===== src/rtl/assert_macros.svh =====
// Assertion macros used by the RTL top level of the decoder.
// No dependencies.
`ifndef ASSERT_MACROS_SVH
`define ASSERT_MACROS_SVH
`ifndef ASSERT_OFF
`define ASSERT_CLK(label, clk, rst, prop, msg) \
   label: assert property (@(posedge clk) disable iff (rst) prop) else $error(msg);
`define ASSERT_CLK_ALWAYS(label, clk, prop, msg) \
   label: assert property (@(posedge clk) prop) else $error(msg);
`else
`define ASSERT_CLK(label, clk, rst, prop, msg)
`define ASSERT_CLK_ALWAYS(label, clk, prop, msg)
`endif
`endif


===== src/rtl/ifbsd_pkg.sv =====
// Types and constants of the intra-frame byte stream decoder.
// No dependencies.
package ifbsd_pkg;

   localparam logic [1:0] FMT_RGBA = 2'd0;
   localparam logic [1:0] FMT_RGB  = 2'd1;
   localparam logic [1:0] FMT_PAL  = 2'd2;
   localparam logic [7:0] MSK_FULL = 8'd0;
   localparam logic [7:0] MSK_BOX  = 8'd1;

   localparam logic [1:0] KIND_FILL  = 2'd0;
   localparam logic [1:0] KIND_PIXEL = 2'd1;
   localparam logic [1:0] KIND_DONE  = 2'd2;
   localparam logic [1:0] KIND_ERROR = 2'd3;

   localparam logic [1:0] ERR_FORMAT   = 2'd0;
   localparam logic [1:0] ERR_MASK     = 2'd1;
   localparam logic [1:0] ERR_TRUNC    = 2'd2;
   localparam logic [1:0] ERR_PAL_IDX  = 2'd3;

   localparam logic CSR_WIDTH  = 1'b0;
   localparam logic CSR_HEIGHT = 1'b1;

   localparam int PAL_DEPTH = 256;
   localparam int PAL_WIDTH = 32;

   typedef enum logic [7:0] {
      PH_FORMAT    = 8'b0000_0001,
      PH_PAL_COUNT = 8'b0000_0010,
      PH_PAL_ENTRY = 8'b0000_0100,
      PH_MASK      = 8'b0000_1000,
      PH_RECT      = 8'b0001_0000,
      PH_BG        = 8'b0010_0000,
      PH_PIXELS    = 8'b0100_0000,
      PH_IDLE      = 8'b1000_0000
   } phase_type;

   typedef struct packed {
      logic [1:0]  kind;
      logic [16:0] x;
      logic [16:0] y;
      logic [31:0] color;
      logic [1:0]  err;
      logic        pal;
   } res_type;

   typedef struct packed {
      logic    valid;
      logic    two;
      res_type r0;
      res_type r1;
   } evt_type;

   typedef struct packed {
      logic        we;
      logic [7:0]  addr;
      logic [31:0] data;
   } palw_type;

endpackage


===== src/rtl/ifbsd_parser.sv =====
// Header and pixel parser: holds parse state, yields the results of one request.
// Depends on ifbsd_pkg.
module ifbsd_parser import ifbsd_pkg::*; (
   input  logic        clock,
   input  logic        reset,
   input  logic        take,
   input  logic [7:0]  in_byte,
   input  logic        eof,
   input  logic [15:0] frame_w,
   input  logic [15:0] frame_h,
   output evt_type     evt,
   output palw_type    palw
);
   phase_type   phase_ff, phase_in;
   logic [1:0]  fmt_ff, fmt_in;
   logic [7:0]  last_idx_ff, last_idx_in;
   logic [7:0]  entry_ff, entry_in;
   logic [2:0]  bif_ff, bif_in;
   logic [63:0] aw_ff, aw_in;
   logic [63:0] bounds_ff, bounds_in;
   logic [15:0] col_ff, col_in;
   logic [15:0] row_ff, row_in;

   logic [63:0] aw_sh;
   logic [2:0]  need;
   logic        pix_done;
   logic        pix_bad;
   logic [31:0] pix_color;
   res_type     p0, p1, errt;
   logic        p0v, p1v;

   always_comb begin
      aw_sh = {aw_ff[55:0], in_byte};
      unique case (fmt_ff)
         FMT_RGBA: need = 3'd4;
         FMT_RGB:  need = 3'd3;
         default:  need = 3'd1;
      endcase
      pix_done  = (bif_ff + 3'd1) >= need;
      pix_bad   = (fmt_ff == FMT_PAL) && (in_byte > last_idx_ff);
      pix_color = (fmt_ff == FMT_RGB) ? {aw_sh[23:0], 8'hFF} : aw_sh[31:0];
   end

   always_comb begin
      phase_in    = phase_ff;
      fmt_in      = fmt_ff;
      last_idx_in = last_idx_ff;
      entry_in    = entry_ff;
      bif_in      = bif_ff;
      aw_in       = aw_ff;
      bounds_in   = bounds_ff;
      col_in      = col_ff;
      row_in      = row_ff;
      p0          = '0;
      p1          = '0;
      p0v         = 1'b0;
      p1v         = 1'b0;
      palw        = '0;
      palw.addr   = entry_ff;
      palw.data   = aw_sh[31:0];
      unique case (phase_ff)
         PH_FORMAT: begin
            if (in_byte <= {6'd0, FMT_PAL}) begin
               fmt_in   = in_byte[1:0];
               bif_in   = '0;
               aw_in    = '0;
               phase_in = (in_byte[1:0] == FMT_PAL) ? PH_PAL_COUNT : PH_MASK;
            end else begin
               p0v      = 1'b1;
               p0.kind  = KIND_ERROR;
               p0.err   = ERR_FORMAT;
               phase_in = PH_IDLE;
            end
         end
         PH_PAL_COUNT: begin
            last_idx_in = in_byte;
            entry_in    = '0;
            bif_in      = '0;
            aw_in       = '0;
            phase_in    = PH_PAL_ENTRY;
         end
         PH_PAL_ENTRY: begin
            aw_in  = aw_sh;
            bif_in = bif_ff + 3'd1;
            if (bif_ff == 3'd3) begin
               palw.we = 1'b1;
               bif_in  = '0;
               aw_in   = '0;
               if (entry_ff == last_idx_ff) begin
                  phase_in = PH_MASK;
               end else begin
                  entry_in = entry_ff + 8'd1;
               end
            end
         end
         PH_MASK: begin
            if (in_byte == MSK_FULL) begin
               bounds_in = {32'd0, frame_w, frame_h};
               col_in    = '0;
               row_in    = '0;
               bif_in    = '0;
               aw_in     = '0;
               if (frame_w == '0 || frame_h == '0) begin
                  p0v      = 1'b1;
                  p0.kind  = KIND_DONE;
                  phase_in = PH_IDLE;
               end else begin
                  phase_in = PH_PIXELS;
               end
            end else if (in_byte == MSK_BOX) begin
               bif_in   = '0;
               aw_in    = '0;
               phase_in = PH_RECT;
            end else begin
               p0v      = 1'b1;
               p0.kind  = KIND_ERROR;
               p0.err   = ERR_MASK;
               phase_in = PH_IDLE;
            end
         end
         PH_RECT: begin
            aw_in  = aw_sh;
            bif_in = bif_ff + 3'd1;
            if (bif_ff == 3'd7) begin
               bounds_in = aw_sh;
               bif_in    = '0;
               aw_in     = '0;
               phase_in  = PH_BG;
            end
         end
         PH_BG: begin
            aw_in  = aw_sh;
            bif_in = bif_ff + 3'd1;
            if (pix_done) begin
               bif_in = '0;
               aw_in  = '0;
               p0v    = 1'b1;
               if (pix_bad) begin
                  p0.kind  = KIND_ERROR;
                  p0.err   = ERR_PAL_IDX;
                  phase_in = PH_IDLE;
               end else begin
                  p0.kind  = KIND_FILL;
                  p0.color = pix_color;
                  p0.pal   = (fmt_ff == FMT_PAL);
                  col_in   = '0;
                  row_in   = '0;
                  if (bounds_ff[31:16] == '0 || bounds_ff[15:0] == '0) begin
                     p1v      = 1'b1;
                     p1.kind  = KIND_DONE;
                     phase_in = PH_IDLE;
                  end else begin
                     phase_in = PH_PIXELS;
                  end
               end
            end
         end
         PH_PIXELS: begin
            aw_in  = aw_sh;
            bif_in = bif_ff + 3'd1;
            if (pix_done) begin
               bif_in = '0;
               aw_in  = '0;
               p0v    = 1'b1;
               if (pix_bad) begin
                  p0.kind  = KIND_ERROR;
                  p0.err   = ERR_PAL_IDX;
                  phase_in = PH_IDLE;
               end else begin
                  p0.kind  = KIND_PIXEL;
                  p0.x     = {1'b0, bounds_ff[63:48]} + {1'b0, col_ff};
                  p0.y     = {1'b0, bounds_ff[47:32]} + {1'b0, row_ff};
                  p0.color = pix_color;
                  p0.pal   = (fmt_ff == FMT_PAL);
                  if (({1'b0, col_ff} + 17'd1) < {1'b0, bounds_ff[31:16]}) begin
                     col_in = col_ff + 16'd1;
                  end else begin
                     col_in = '0;
                     if (({1'b0, row_ff} + 17'd1) < {1'b0, bounds_ff[15:0]}) begin
                        row_in = row_ff + 16'd1;
                     end else begin
                        p1v      = 1'b1;
                        p1.kind  = KIND_DONE;
                        phase_in = PH_IDLE;
                     end
                  end
               end
            end
         end
         default: begin
         end
      endcase

      errt      = '0;
      errt.kind = KIND_ERROR;
      errt.err  = ERR_TRUNC;
      evt       = '0;
      evt.r0    = p0;
      evt.r1    = p1;
      evt.valid = p0v;
      evt.two   = p1v;
      if (eof) begin
         if (phase_in != PH_IDLE) begin
            if (p0v) begin
               evt.r1  = errt;
               evt.two = 1'b1;
            end else begin
               evt.r0    = errt;
               evt.valid = 1'b1;
            end
         end
         phase_in = PH_FORMAT;
         bif_in   = '0;
         aw_in    = '0;
      end
      palw.we = palw.we && take;
   end

   always_ff @(posedge clock) begin
      if (reset) begin
         phase_ff    <= PH_FORMAT;
         fmt_ff      <= '0;
         last_idx_ff <= '0;
         entry_ff    <= '0;
         bif_ff      <= '0;
         aw_ff       <= '0;
         bounds_ff   <= '0;
         col_ff      <= '0;
         row_ff      <= '0;
      end else if (take) begin
         phase_ff    <= phase_in;
         fmt_ff      <= fmt_in;
         last_idx_ff <= last_idx_in;
         entry_ff    <= entry_in;
         bif_ff      <= bif_in;
         aw_ff       <= aw_in;
         bounds_ff   <= bounds_in;
         col_ff      <= col_in;
         row_ff      <= row_in;
      end
   end
endmodule


===== config.mk =====
export PLATFORM = sky130hd
export DESIGN_NAME = ifbsd_parser
export DESIGN_NICKNAME = d
export VERILOG_FILES = /design/src/rtl/assert_macros.svh /design/src/rtl/ifbsd_pkg.sv /design/src/rtl/ifbsd_parser.sv
export SDC_FILE = /design/constraint.sdc
export NUM_CORES = 1
export LEC_CHECK = 0
export ABC_AREA = 1
export ABC_CLOCK_PERIOD_IN_PS = 9300
export BUFFER_PORTS_ARGS = -buffer_cell sky130_fd_sc_hd__buf_2
export CAP_MARGIN = 20
export CORE_MARGIN = 2
export CORE_UTILIZATION = 25
export CTS_CLUSTER_DIAMETER = 200
export DETAILED_ROUTE_END_ITERATION = 8
export PLACE_DENSITY = 0.44
export SETUP_SLACK_MARGIN = 0.1
export SYNTH_ARGS = -nofsm -noshare
export SYNTH_HDL_FRONTEND = slang
export SYNTH_SLANG_ARGS = --single-unit

===== constraint.sdc =====
create_clock -name clock -period 9.3 [get_ports clock]
set_input_delay 1.395 -clock clock [delete_from_list [all_inputs] [get_ports clock]]
set_output_delay 1.395 -clock clock [all_outputs]
set_load 0.02 [all_outputs]

==> metrics.md, run 1 <==
| Metric | Value |
|---|---|
| Multi-input gate area | `7158 µm²` |
| Setup_tns | `0 ps` |
| CTS resizes | `0` |
| Flops & latches, synth | `181` |
| Mapped Area | `12,400 µm²` |
| Detail Route Antenna Nets | `0` |
| Most used DFF post-synth | `dfxtp_1` |
| Sw frac | `33.42%` |
| Drt drc | `0` |
| Vias per cell | `4.576` |
| Leakage power | `6.021 nW` |
| H-tree Lvls | `4` |
| CTS Root Cell | `clkbuf_16` |
| DR vias | `11,620` |
| DP Wirelength | `31,330 µm` |
| Post-synth EDFFs | `0` |
| Flop2flop setup slack | `4880 ps` |
| CP arrival | `5230 ps` |
| CTS tree | `yes` |
| Total GRT Usage | `16.32%` |
| Final setup fails | `0` |
| Cts bufs inserted | `17` |
| Fmax | `150.9 MHz` |
| Rows | `81` |
| Min-Delay Path Class | `reg2reg` |
| Sequential share of power | `44.3%` |
| Status | `completed` |
| Min-delay src | `bounds_ff[57]` |
| Power density over cell area | `132.8 nW/µm²` |
| Slew margin rel. | `36.04%` |
| Post-synthesis cell count | `1,792` |
| Layout cells sized above 1 | `14.39%` |
| Setup CP Type | `reg2out` |
| Endpoint of the lowest-slack register-to-register path | `row_ff[15]` |
| Filler cell count | `5,454` |
| Most common cell after layout, fill and taps aside | `nand2_1` |
| Die width | `226.7 µm` |
| Seq. cell area | `3623 µm²` |
| Worst path slowest cell | `a31oi_2` |
| Clk_skew | `13.31 ps` |
| Post-DR wirelength/cell | `16.33 µm` |
| Sw power | `0.6166 mW` |
| Total power | `1.845 mW` |
| Post CTS Setup Buffer Count | `0` |
| Critical-path cell list | `inv_1 > nor2_2 > buf_4 > clkinv_1 > ha_1 > nand2_1 > o21ai_1 > a31oi_2 > nor2_1 > nor2_1 > nand3_4 > nand2_4 > nor2_1 > buf_2` |
| Hold Vio Cnt, Final | `0` |
| Antenna cells | `0` |
| Worst slew pin tran | `959.5 ps` |
| Vias in the first global route | `10,960` |
| Die area | `51,400 µm²` |
| Clk sinks | `181` |
| Worst Path Required | `7910 ps` |
| Setup ws final | `2675 ps` |
| Final Slew Violations | `0` |
| Final min period | `6625 ps` |
| First-pass GRT wire length | `64,540 µm` |
| Most frequent cells in the layout | `nand2_1 (343), a21oi_1 (187), inv_1 (186)` |
| Max Cap Viol | `0` |
| RSZ-0062 raised after global routing | `no` |
| Initial antenna violation count | `0` |
| Pre-antenna DRT Iters | `5` |
| Worst R2R Path Depth | `16` |
| Die height | `226.7 µm` |
| Async set-or-reset flop fraction in the synthesized netlist | `0%` |
| Synth cell types | `54` |
| Io pins | `229` |
| Cell Count, Final, Fillers Out | `2,540` |
| Ys Warns | `0` |
| Core Region | `48,950 µm²` |
| Iter 0 DRT Violations | `743` |
| Comb power frac | `13.8%` |
| Drt total wl | `41,480 µm` |
| Post-Route Utilization | `28.38%` |
| Seq/Total Area, Yosys | `29.22%` |
| Hold_buf cts | `0` |
| Worst path most repeated cell | `nor2_1` |
| Mapped Avg Cell Area | `6.920 µm²` |
| Hold Path Cell Cnt | `2` |
| Worst Setup End Kind | `primary output` |
| Clock tree buffer depth | `2` |
| Placed insts | `2,507` |
| Worst stage delay on the critical path | `700 ps` |
| Internal power | `1.228 mW` |
| Starting Density | `25.33%` |
| Clock transition at path regs | `80 ps` |
| Startpoint types | `flip-flop` |
| Max FO, Critical Path | `32` |
| Largest net degree at the start of global routing | `97` |
| Final nets | `1,989` |
| Clk pwr share | `41.9%` |
| Port bufs | `160` |
| Global placer's final weighted congestion | `0.8720` |
| DP Worst Slack | `3192 ps` |
| Clock Latency Late Sink | `470 ps` |
| Layout area overhead | `12.02%` |
| Grt total ovfl | `0` |
| Peak supply drop | `0.1438 mV` |
| Hold path endpoint | `bounds_ff[57]` |
| Reg-to-reg startpoint | `fmt_ff[0]` |
| Fin crit share | `71.24%` |
==> cell type report <==
class                      count  area share, %
tap                          664          5.981
timing repair buffer         170          6.467
sequential                   181          26.09
inverter                     199          5.395
clock buffer                  17          3.063
multi-input combinational   1294          51.53
clock inverter                15          1.477
==> stage by stage <==
| stage | hold slack, ps | instance area, µm² |
|---|---|---|
| 2_1_floorplan | 444.2 | 12650 |
| 3_3_place_gp | 455.9 | 13230 |
| 3_5_place_dp | 463.0 | 13230 |
| 4_1_cts | 475.1 | 13860 |
| 5_1_grt | 499.9 | 13890 |
| 6_report | 472.9 | 13890 |
==> worst max-delay path, delay by kind of cell, from the launching register on <==
| kind | cells | cell delay, ps |
|---|---|---|
| AND/OR/NAND/NOR | 7 | 1960 |
| flip-flops | 1 | 330 |
| buffers and inverters | 4 | 1130 |
| adder cells (fa/ha/maj) | 1 | 550 |
| AO/OA/AOI/OAI | 2 | 760 |
==> registers in the layout, summed over array words and instances (netlist names) <==
name,cells
last_idx_ff,8
aw_ff,56
phase_ff,8
entry_ff,8
bounds_ff,64
fmt_ff,2
bif_ff,3
row_ff,16
col_ff,16
==> routing by layer <==
metal | share of wire [%] | up-vias | track usage, %
met1 | 49 | 5417 | 22.51
met2 | 46 | 220 | 26.62
li1 | - | 5953 | -
met5 | 0 | - | 0
met3 | 3.5 | 34 | 2.268
met4 | 1.5 | 0 | 4.160
==> Yosys cell counts (3+ instances only) <==
library cell / n / share of area (%)
buf_4: 106 / 6.4
nor3b_1: 6 / 0.36
a2111oi_0: 10 / 0.71
inv_1: 188 / 5.7
buf_2: 17 / 0.69
inv_2: 8 / 0.24
nor2_2: 33 / 1.7
xor2_1: 31 / 2.2
nand3_1: 131 / 5.3
nand4_1: 16 / 0.81
xnor2_1: 25 / 1.8
nand2_4: 3 / 0.27
nor4_1: 3 / 0.15
nand2_2: 4 / 0.20
clkbuf_1: 52 / 1.6
o211ai_1: 6 / 0.36
nand2_1: 343 / 10
ha_1: 80 / 8.1
buf_1: 6 / 0.18
o21ai_0: 93 / 3.8
a211oi_1: 14 / 0.85
nor2_1: 118 / 3.6
buf_6: 4 / 0.36
a21boi_0: 3 / 0.18
nor3_1: 21 / 0.85
o2111ai_1: 13 / 0.92
o21ai_1: 4 / 0.16
o21bai_1: 6 / 0.36
a21oi_1: 187 / 7.5
dfxtp_1: 181 / 29
a31oi_1: 34 / 1.7
nor2_4: 4 / 0.36
a22oi_1: 13 / 0.79
==> power groups by stage <==
stage               logic [mW]  clock network, mW  registers, mW
floorplan                0.211                  0          0.823
global placement         0.250                  0          0.836
detailed placement       0.251                  0          0.836
CTS                      0.252              0.800          0.818
global route             0.280              0.825          0.820
finish                   0.254              0.774          0.817
==> how the worst max path moves through the flow <==
stage,startpoint,to,slack [ps],cells after the start
5_1_grt,fmt_ff[0],evt[117],2160,14
6_report,fmt_ff[0],evt[134],2670,14
3_3_place_gp,fmt_ff[0],evt[117],3300,14
2_1_floorplan,row_ff[1],evt[142],4450,24
4_1_cts,fmt_ff[0],evt[134],2680,14
3_5_place_dp,fmt_ff[0],evt[134],3190,14
==> kinds of logic after synthesis <==
group,count (synthesis),synth area share (%)
compound gates,396,18.37
simple gates,692,24.77
other cells,1,0.03024
buf+inv,384,15.26
flops,181,29.22
xor+xnor,56,3.955
fa+ha+maj,82,8.395
No activity file was read; power rests on OpenSTA's default activity.
==> run 2: changes to the inputs <==
ABC_CLOCK_PERIOD_IN_PS = 5350   (was 9300)
PLACE_DENSITY = 0.46   (was 0.44)
clock period = 5.35 ns   (was 9.3 ns; I/O delays follow)
==> run 2 against run 1 <==
Effect of this change: wire length up 1.4%; design area up 2.4%; register-to-register slack worse by 3100 ps; sequential power increased by 74%; core utilization rose by 0.68 points; clock power increased by 71%; critical endpoint is now evt[107]; via count up 1.7%; worst hold slack worse by 4.5 ps; power up 74%; clock skew increased by 0.70 ps; critical path depth increased by 13.
==> metrics.md, run 2 (synthesis results as in run 1) <==
| Metric | Value |
|---|---|
| Iter 0 DRT Violations | `666 (-10%)` |
| Clk sinks | `181 (unchanged)` |
| Hold Vio Cnt, Final | `0 (unchanged)` |
| Vias in the first global route | `11,120 (+1.4%)` |
| Clock tree buffer depth | `2 (unchanged)` |
| Max FO, Critical Path | `8 (-75%)` |
| Detail Route Antenna Nets | `0 (unchanged)` |
| Setup CP Type | `reg2out` |
| Core Region | `48,950 µm² (unchanged)` |
| RSZ-0062 raised after global routing | `yes` |
| Grt total ovfl | `0 (unchanged)` |
| Post-DR wirelength/cell | `16.44 µm (+0.70%)` |
| Worst path most repeated cell | `nand2_1` |
| CTS Root Cell | `clkbuf_16` |
| Most frequent cells in the layout | `nand2_1 (338), a21oi_1 (187), inv_1 (186)` |
| Max Cap Viol | `0 (unchanged)` |
| Worst Path Required | `4550 ps (-3360 ps)` |
| Min-Delay Path Class | `reg2reg` |
| CTS tree | `yes` |
| Pre-antenna DRT Iters | `5 (unchanged)` |
| Die area | `51,400 µm² (unchanged)` |
| Drt total wl | `42,070 µm (+1.4%)` |
| Drt drc | `0 (unchanged)` |
| Cts bufs inserted | `17 (unchanged)` |
| Startpoint types | `flip-flop` |
| Worst Setup End Kind | `primary output` |
| Number of flip-flops in the largest register | `64 (unchanged)` |
| DR vias | `11,820 (+1.7%)` |
| Status | `completed` |
| Slew margin rel. | `35.06% (-0.97 points)` |
| Top Metal Used | `met4` |
| H-tree Lvls | `4 (unchanged)` |
| Global placer's final weighted congestion | `0.8392 (-3.8%)` |
| CP arrival | `4120 ps (-1110 ps)` |
| Met2 wire len | `19,510 µm (+1.9%)` |
| Power density over cell area | `226.2 nW/µm² (+70%)` |
| Placed insts | `2,515 (+0.32%)` |
| Final setup fails | `0 (unchanged)` |
| Leakage power | `6.139 nW (+2.0%)` |
| Hold_buf cts | `0 (unchanged)` |
| Initial antenna violation count | `0 (unchanged)` |
| Total GRT Usage | `16.06% (-0.26 points)` |
| Layout cells sized above 1 | `16.68% (+2.3 points)` |
| Setup ws final | `424.6 ps (-2250 ps)` |
| Worst stage delay on the critical path | `370 ps (-330 ps)` |
| Setup_tns | `0 ps (unchanged)` |
| Io pins | `229 (unchanged)` |
| Fmax | `203.0 MHz` |
| Post-Route Utilization | `29.06% (+0.68 points)` |
| Antenna cells | `0 (unchanged)` |
| Final Slew Violations | `0 (unchanged)` |
| Peak supply drop | `0.2395 mV (+67%)` |
| M1 WL | `19,970 µm (-1.3%)` |
| Clock Latency Late Sink | `470 ps (about the same)` |
| Biggest regs | `bounds_ff: 64 flops, aw_ff: 56 flops` |
| Die width | `226.7 µm (unchanged)` |
| Cell Count, Final, Fillers Out | `2,558 (+0.71%)` |
| Largest net degree at the start of global routing | `97 (unchanged)` |
| Most flops, register | `bounds_ff` |
| Most common cell after layout, fill and taps aside | `nand2_1` |
| Final nets | `2,007 (+0.90%)` |
| Clk_skew | `14.01 ps (+0.6996 ps)` |
| Final min period | `4925 ps` |
| First-pass GRT wire length | `63,680 µm (-1.3%)` |
| Worst path slowest cell | `dfxtp_2` |
| Clock transition at path regs | `80 ps (about the same)` |
| Starting Density | `25.33% (unchanged)` |
| DP Worst Slack | `351.3 ps (-2841 ps)` |
| Vias per cell | `4.621 (+0.98%)` |
| Rows | `81 (unchanged)` |
| Die height | `226.7 µm (unchanged)` |
| Worst slew pin tran | `973.0 ps (+13.54 ps)` |
| DP Wirelength | `31,310 µm (about the same)` |
| Layout area overhead | `14.72%` |
| Port bufs | `160 (unchanged)` |
| Fin crit share | `92.06%` |
| Metal3 WL | `1710 µm (+16%)` |
run 2: timing repair:
| item | in CTS | in global routing |
|---|---|---|
| pin swaps | 1 | 15 |
| endpoints found under the hold margin | 0 | 0 |
| cloned | 0 | 3 |
| setup endpoints to repair | 32 | 55 |
| buffers inserted | 1 | 6 |
| gates resized for setup | 1 | 54 |
run 2: path summary, 6_finish.rpt:
path	startpoint	end	slack [ps]	depth (start not counted)
worst max-delay path	row_ff[2]	evt[107]	420	27
worst min-delay path	aw_ff[48]	aw_ff[48]	470	2
worst max register to register	bif_ff[0]	aw_ff[48]	1760	15
worst min register to register	aw_ff[48]	aw_ff[48]	470	2
run 2: report_power, final:
| part | leakage, nW | switching [mW] | internal (mW) | total, mW |
|---|---|---|---|---|
| registers | 1.47 | 0.0460 | 1.38 | 1.42 |
| clock network | 0.302 | 0.681 | 0.643 | 1.32 |
| logic | 4.37 | 0.343 | 0.129 | 0.472 |
run 2: worst max-delay path, delay by kind of cell (launching register included):
family / cells / cell delay, ps
simple gates: 21 / 2380
buf+inv: 4 / 460
flops: 1 / 370
fa+ha+maj: 1 / 310
xor+xnor: 1 / 110
run 2: area by class of cell:
cell class                      instances  area (µm²)
Clock buffer                           17       425.4
Clock inverter                         15       196.4
Fill cell                            5436       34720
Inverter                              199       748.2
Multi-Input combinational cell       1297        7342
Sequential cell                       181        3636
Tap cell                              664       830.8
Timing Repair Buffer                  185        1047
run 2: layer usage:
| metal | vias to the layer above | global-route usage [%] |
|---|---|---|
| li1 | 5989 | - |
| met1 | 5486 | 21.74 |
| met2 | 307 | 26.14 |
| met3 | 39 | 2.397 |
| met4 | 0 | 5.030 |
| met5 | - | 0 |
run 2: metrics by stage:
stage,power [mW],area (µm²),hold WS [ps]
after floorplan,1.797,12650,444.2
after detailed placement,1.891,13300,459.9
final,3.218,14230,468.4
after global placement,1.891,13300,456.8
after global routing,3.346,14230,492.9
after CTS,3.224,13940,472.7
==> run 3: changes to the inputs <==
ABC_AREA = 0   (was 1)
CAP_MARGIN = not set   (was 20)
MAX_ROUTING_LAYER = met4   (was not set)
==> run 3 against run 2 <==
Effect of this change: synthesized area fell by 1.4%; power fell by 11%; first-iteration DRC count rose by 7.1%; core utilization fell by 0.68 points; register-to-register slack got worse by 500 ps; via count fell by 2.2%; fmax fell by 1.3%; critical path type unchanged; clock skew rose by 1.0 ps.
==> metrics.md, run 3 <==
| Metric | Value |
|---|---|
| Area leader, netlist | `dfxtp_1` |
| Final setup fails | `0 (unchanged)` |
| CP startpoint | `row_ff[0]` |
| Vias in the first global route | `10,680 (-3.9%)` |
| Clk sinks | `181 (unchanged)` |
| Worst R2R Path Depth | `15 (unchanged)` |
| RSZ-0062 raised after global routing | `no` |
| Mapped Area | `12,220 µm² (-1.4%)` |
| Die height | `225.1 µm (-0.70%)` |
| Min-Delay Path Class | `reg2reg` |
| Mapped Avg Cell Area | `7.329 µm² (+5.9%)` |
| Leakage power | `5.420 nW (-12%)` |
| Final Slew Violations | `0 (unchanged)` |
| Die width | `225.1 µm (-0.70%)` |
| Comb power frac | `7.9% (-6.8 points)` |
| Flop2flop setup slack | `1260 ps (-500 ps)` |
| Fin crit share | `93.31% (+1.2 points)` |
| Clock tree buffer depth | `2 (unchanged)` |
| Hold Vio Cnt, Final | `0 (unchanged)` |
| Final min period | `4992 ps (+66.79 ps)` |
| Status | `completed` |
| Number of flip-flops in the largest register | `64 (unchanged)` |
| Die area | `50,680 µm² (-1.4%)` |
| Reg-to-reg startpoint | `row_ff[0]` |
| CTS Root Cell | `clkbuf_16` |
| Async set-or-reset flop fraction in the synthesized netlist | `0% (unchanged)` |
| Layout area overhead | `12.94%` |
| Biggest regs | `bounds_ff: 64 flops, aw_ff: 56 flops` |
| First-pass GRT wire length | `62,820 µm (-1.4%)` |
| Pre-antenna DRT Iters | `6 (+1)` |
| Endpoint of the lowest-slack register-to-register path | `row_ff[7]` |
| Core Region | `48,650 µm² (-0.62%)` |
| Initial antenna violation count | `3 (+3)` |
| Rows | `81 (unchanged)` |
| DR vias | `11,570 (-2.2%)` |
| Post-Synth Simple-Gate Area | `26.54% (+1.8 points)` |
| Ys Warns | `0 (unchanged)` |
| Global placer's final weighted congestion | `0.8693 (+3.6%)` |
| Clk_skew | `15.04 ps (+1.026 ps)` |
| Flops & latches, synth | `181 (unchanged)` |
| Worst slew pin tran | `1105 ps (+132.4 ps)` |
| DP Worst Slack | `329.3 ps (-21.97 ps)` |
| Largest family of logic cells by synthesized area | `simple AND/OR/NAND/NOR gates` |
| Total power | `2.879 mW (-11%)` |
| Top-area cell type share of the netlist area | `29.64% (+0.42 points)` |
| Setup_tns | `0 ps (unchanged)` |
| Layout cells sized above 1 | `15.01% (-1.7 points)` |
| Iter 0 DRT Violations | `713 (+7.1%)` |
| Most numerous cell in the Yosys netlist | `nand2_1` |
| Adder-cell share of the synthesized area | `8.516% (+0.12 points)` |
| Top cells by count, synth | `nand2_1 (283), a21oi_1 (185), dfxtp_1 (181)` |
| Most frequent cells in the layout | `nand2_1 (283), a21oi_1 (184), dfxtp_1 (178)` |
| Cell Count, Final, Fillers Out | `2,377 (-7.1%)` |
| Clock transition at path regs | `70 ps (about the same)` |
| Grt total ovfl | `0 (unchanged)` |
| Post-DR wirelength/cell | `17.10 µm (+4.0%)` |
| Cts bufs inserted | `17 (unchanged)` |
| Clock Latency Late Sink | `450 ps (-20 ps)` |
| Clk pwr share | `45.2% (+4.1 points)` |
| CP endpoint | `evt[73]` |
| Post-synthesis cell count | `1,668 (-6.9%)` |
| Vias per cell | `4.866 (+5.3%)` |
| Sw power | `0.7711 mW (-28%)` |
| Max FO, Critical Path | `6 (-2)` |
| Setup CP Type | `reg2out` |
| Mux cell area share after synthesis | `0.1638% (+0.16 points)` |
| Most common cell after layout, fill and taps aside | `nand2_1` |
| Sw frac | `26.79% (-6.5 points)` |
| Peak supply drop | `0.2110 mV (-12%)` |
| Sequential share of power | `46.9% (+2.7 points)` |
| Startpoint types | `flip-flop` |
| Placed insts | `2,335 (-7.2%)` |
| Most flops, register | `bounds_ff` |
| Worst Setup End Kind | `primary output` |
| Cell area after layout | `13,810 µm² (-3.0%)` |
| Total GRT Usage | `16.39% (+0.33 points)` |
| Starting Density | `25.13% (-0.20 points)` |
| Slew margin rel. | `26.31% (-8.8 points)` |
| Max Cap Viol | `0 (unchanged)` |
| Synth cell types | `75 (+39%)` |
| Post-Synth XOR/XNOR Area | `4.872% (+0.92 points)` |
| Internal power | `2.107 mW (-1.9%)` |
| Drt drc | `0 (unchanged)` |
| Detail Route Antenna Nets | `0 (unchanged)` |
| Placed Area | `13,060 µm² (-1.8%)` |
| Post-synth EDFFs | `0 (unchanged)` |
| Setup ws final | `357.8 ps (-66.79 ps)` |
| DP Wirelength | `29,870 µm (-4.6%)` |
| Final nets | `1,866 (-7.0%)` |
| Filler cell count | `5,355 (-1.5%)` |
| Most used DFF post-synth | `dfxtp_1` |
| Power density over cell area | `208.5 nW/µm² (-7.8%)` |
| Seq/Total Area, Yosys | `29.64% (+0.42 points)` |
| Top post-synthesis cells by area | `dfxtp_1 (30%), nand2_1 (8.7%), ha_1 (8.2%)` |
| Synth Area in Compound Gates | `18.47% (+0.10 points)` |
| Port bufs | `160 (unchanged)` |
| Worst Path Required | `4550 ps (about the same)` |
| H-tree Lvls | `4 (unchanged)` |
| Largest net degree at the start of global routing | `93 (-4.1%)` |
| Drt total wl | `40,640 µm (-3.4%)` |
| CTS tree | `yes` |
| Fmax | `200.3 MHz (-1.3%)` |
| CP arrival | `4190 ps (+70 ps)` |
| Io pins | `229 (unchanged)` |
-- run 3: cell types whose count changed after synthesis, sizes merged, moves of 14 or more --
cell    delta
nor4      +20
a31oi     -29
a311oi    +34
o21ai     -55
nand2     -67
and3      +17
inv      -132
clkbuf    +14
-- run 3: area by class of cell --
type	count	area (µm²)	share of cell area [%]
Tap cell	622	778.2	5.637
Sequential cell	181	3627	26.27
Clock inverter	12	147.6	1.069
Multi-Input combinational cell	1288	7540	54.61
Clock buffer	19	442.9	3.208
Timing Repair Buffer	187	1018	7.377
Inverter	65	244.0	1.767
Antenna cell	3	7.507	0.05438
-- run 3: timing repair --
action / 4_1_cts / 5_1_grt
hold buffers: 0 / 0
pin swaps: 1 / 5
setup buffers: 0 / 8
endpoints found under the setup margin: 8 / 8
gates resized for setup: 8 / 13
-- run 3: critical path: stages, from the launching register on --
cell      delay (ps)
dfxtp_1          420
ha_1             210
and3_1           270
nand4_1          230
buf_4            220
nor2_1           130
xor2_1           240
ha_1             290
a21o_1           160
a21oi_1          160
o31ai_1          100
a31o_2           230
o21ba_2          260
o21ai_1          190
nand2_1          150
a311oi_2         290
buf_2            200
-- run 3: worst min path at each step --
stage              start         to  slack [ps]  cells after the start
2_1_floorplan  aw_ff[48]  aw_ff[48]         430                      2
3_3_place_gp   aw_ff[49]  aw_ff[49]         440                      2
3_5_place_dp   aw_ff[54]  aw_ff[54]         450                      2
4_1_cts        aw_ff[54]  aw_ff[54]         460                      2
5_1_grt        aw_ff[55]  aw_ff[55]         480                      2
6_report       aw_ff[54]  aw_ff[54]         460                      2
-- run 3: cell families after synthesis --
kind of cell    count (synthesis)
compound gates                362
simple gates                  706
flops                         181
buf+inv                       266
other cells                     1
mux                             2
xor+xnor                       68
fa+ha+maj                      82
-- run 3: metal layers --
metal,wire length [µm],share of wire (%),vias up,global-route usage [%]
li1,-,-,5778,-
met1,20540,51,5472,23.19
met2,18170,45,289,24.65
met3,1549,3.8,27,2.138
met4,380,0.94,0,3.824
met5,0,0,-,-
-- run 3: power by group through the flow --
stage	Clock, mW	Combinational, mW	Sequential (mW)
2_1_floorplan	0	0.198	1.38
3_3_place_gp	0	0.227	1.38
3_5_place_dp	0	0.226	1.38
4_1_cts	1.34	0.227	1.35
5_1_grt	1.39	0.246	1.35
6_report	1.30	0.227	1.35
-- run 3: metrics by stage --
stage	utilization, %	hold slack [ps]
floorplan	-	432.1
finish	28.38	457.4
detailed placement	26.84	448.2
global placement	26.84	443.6
CTS	28.14	457.7
global route	28.37	477.8
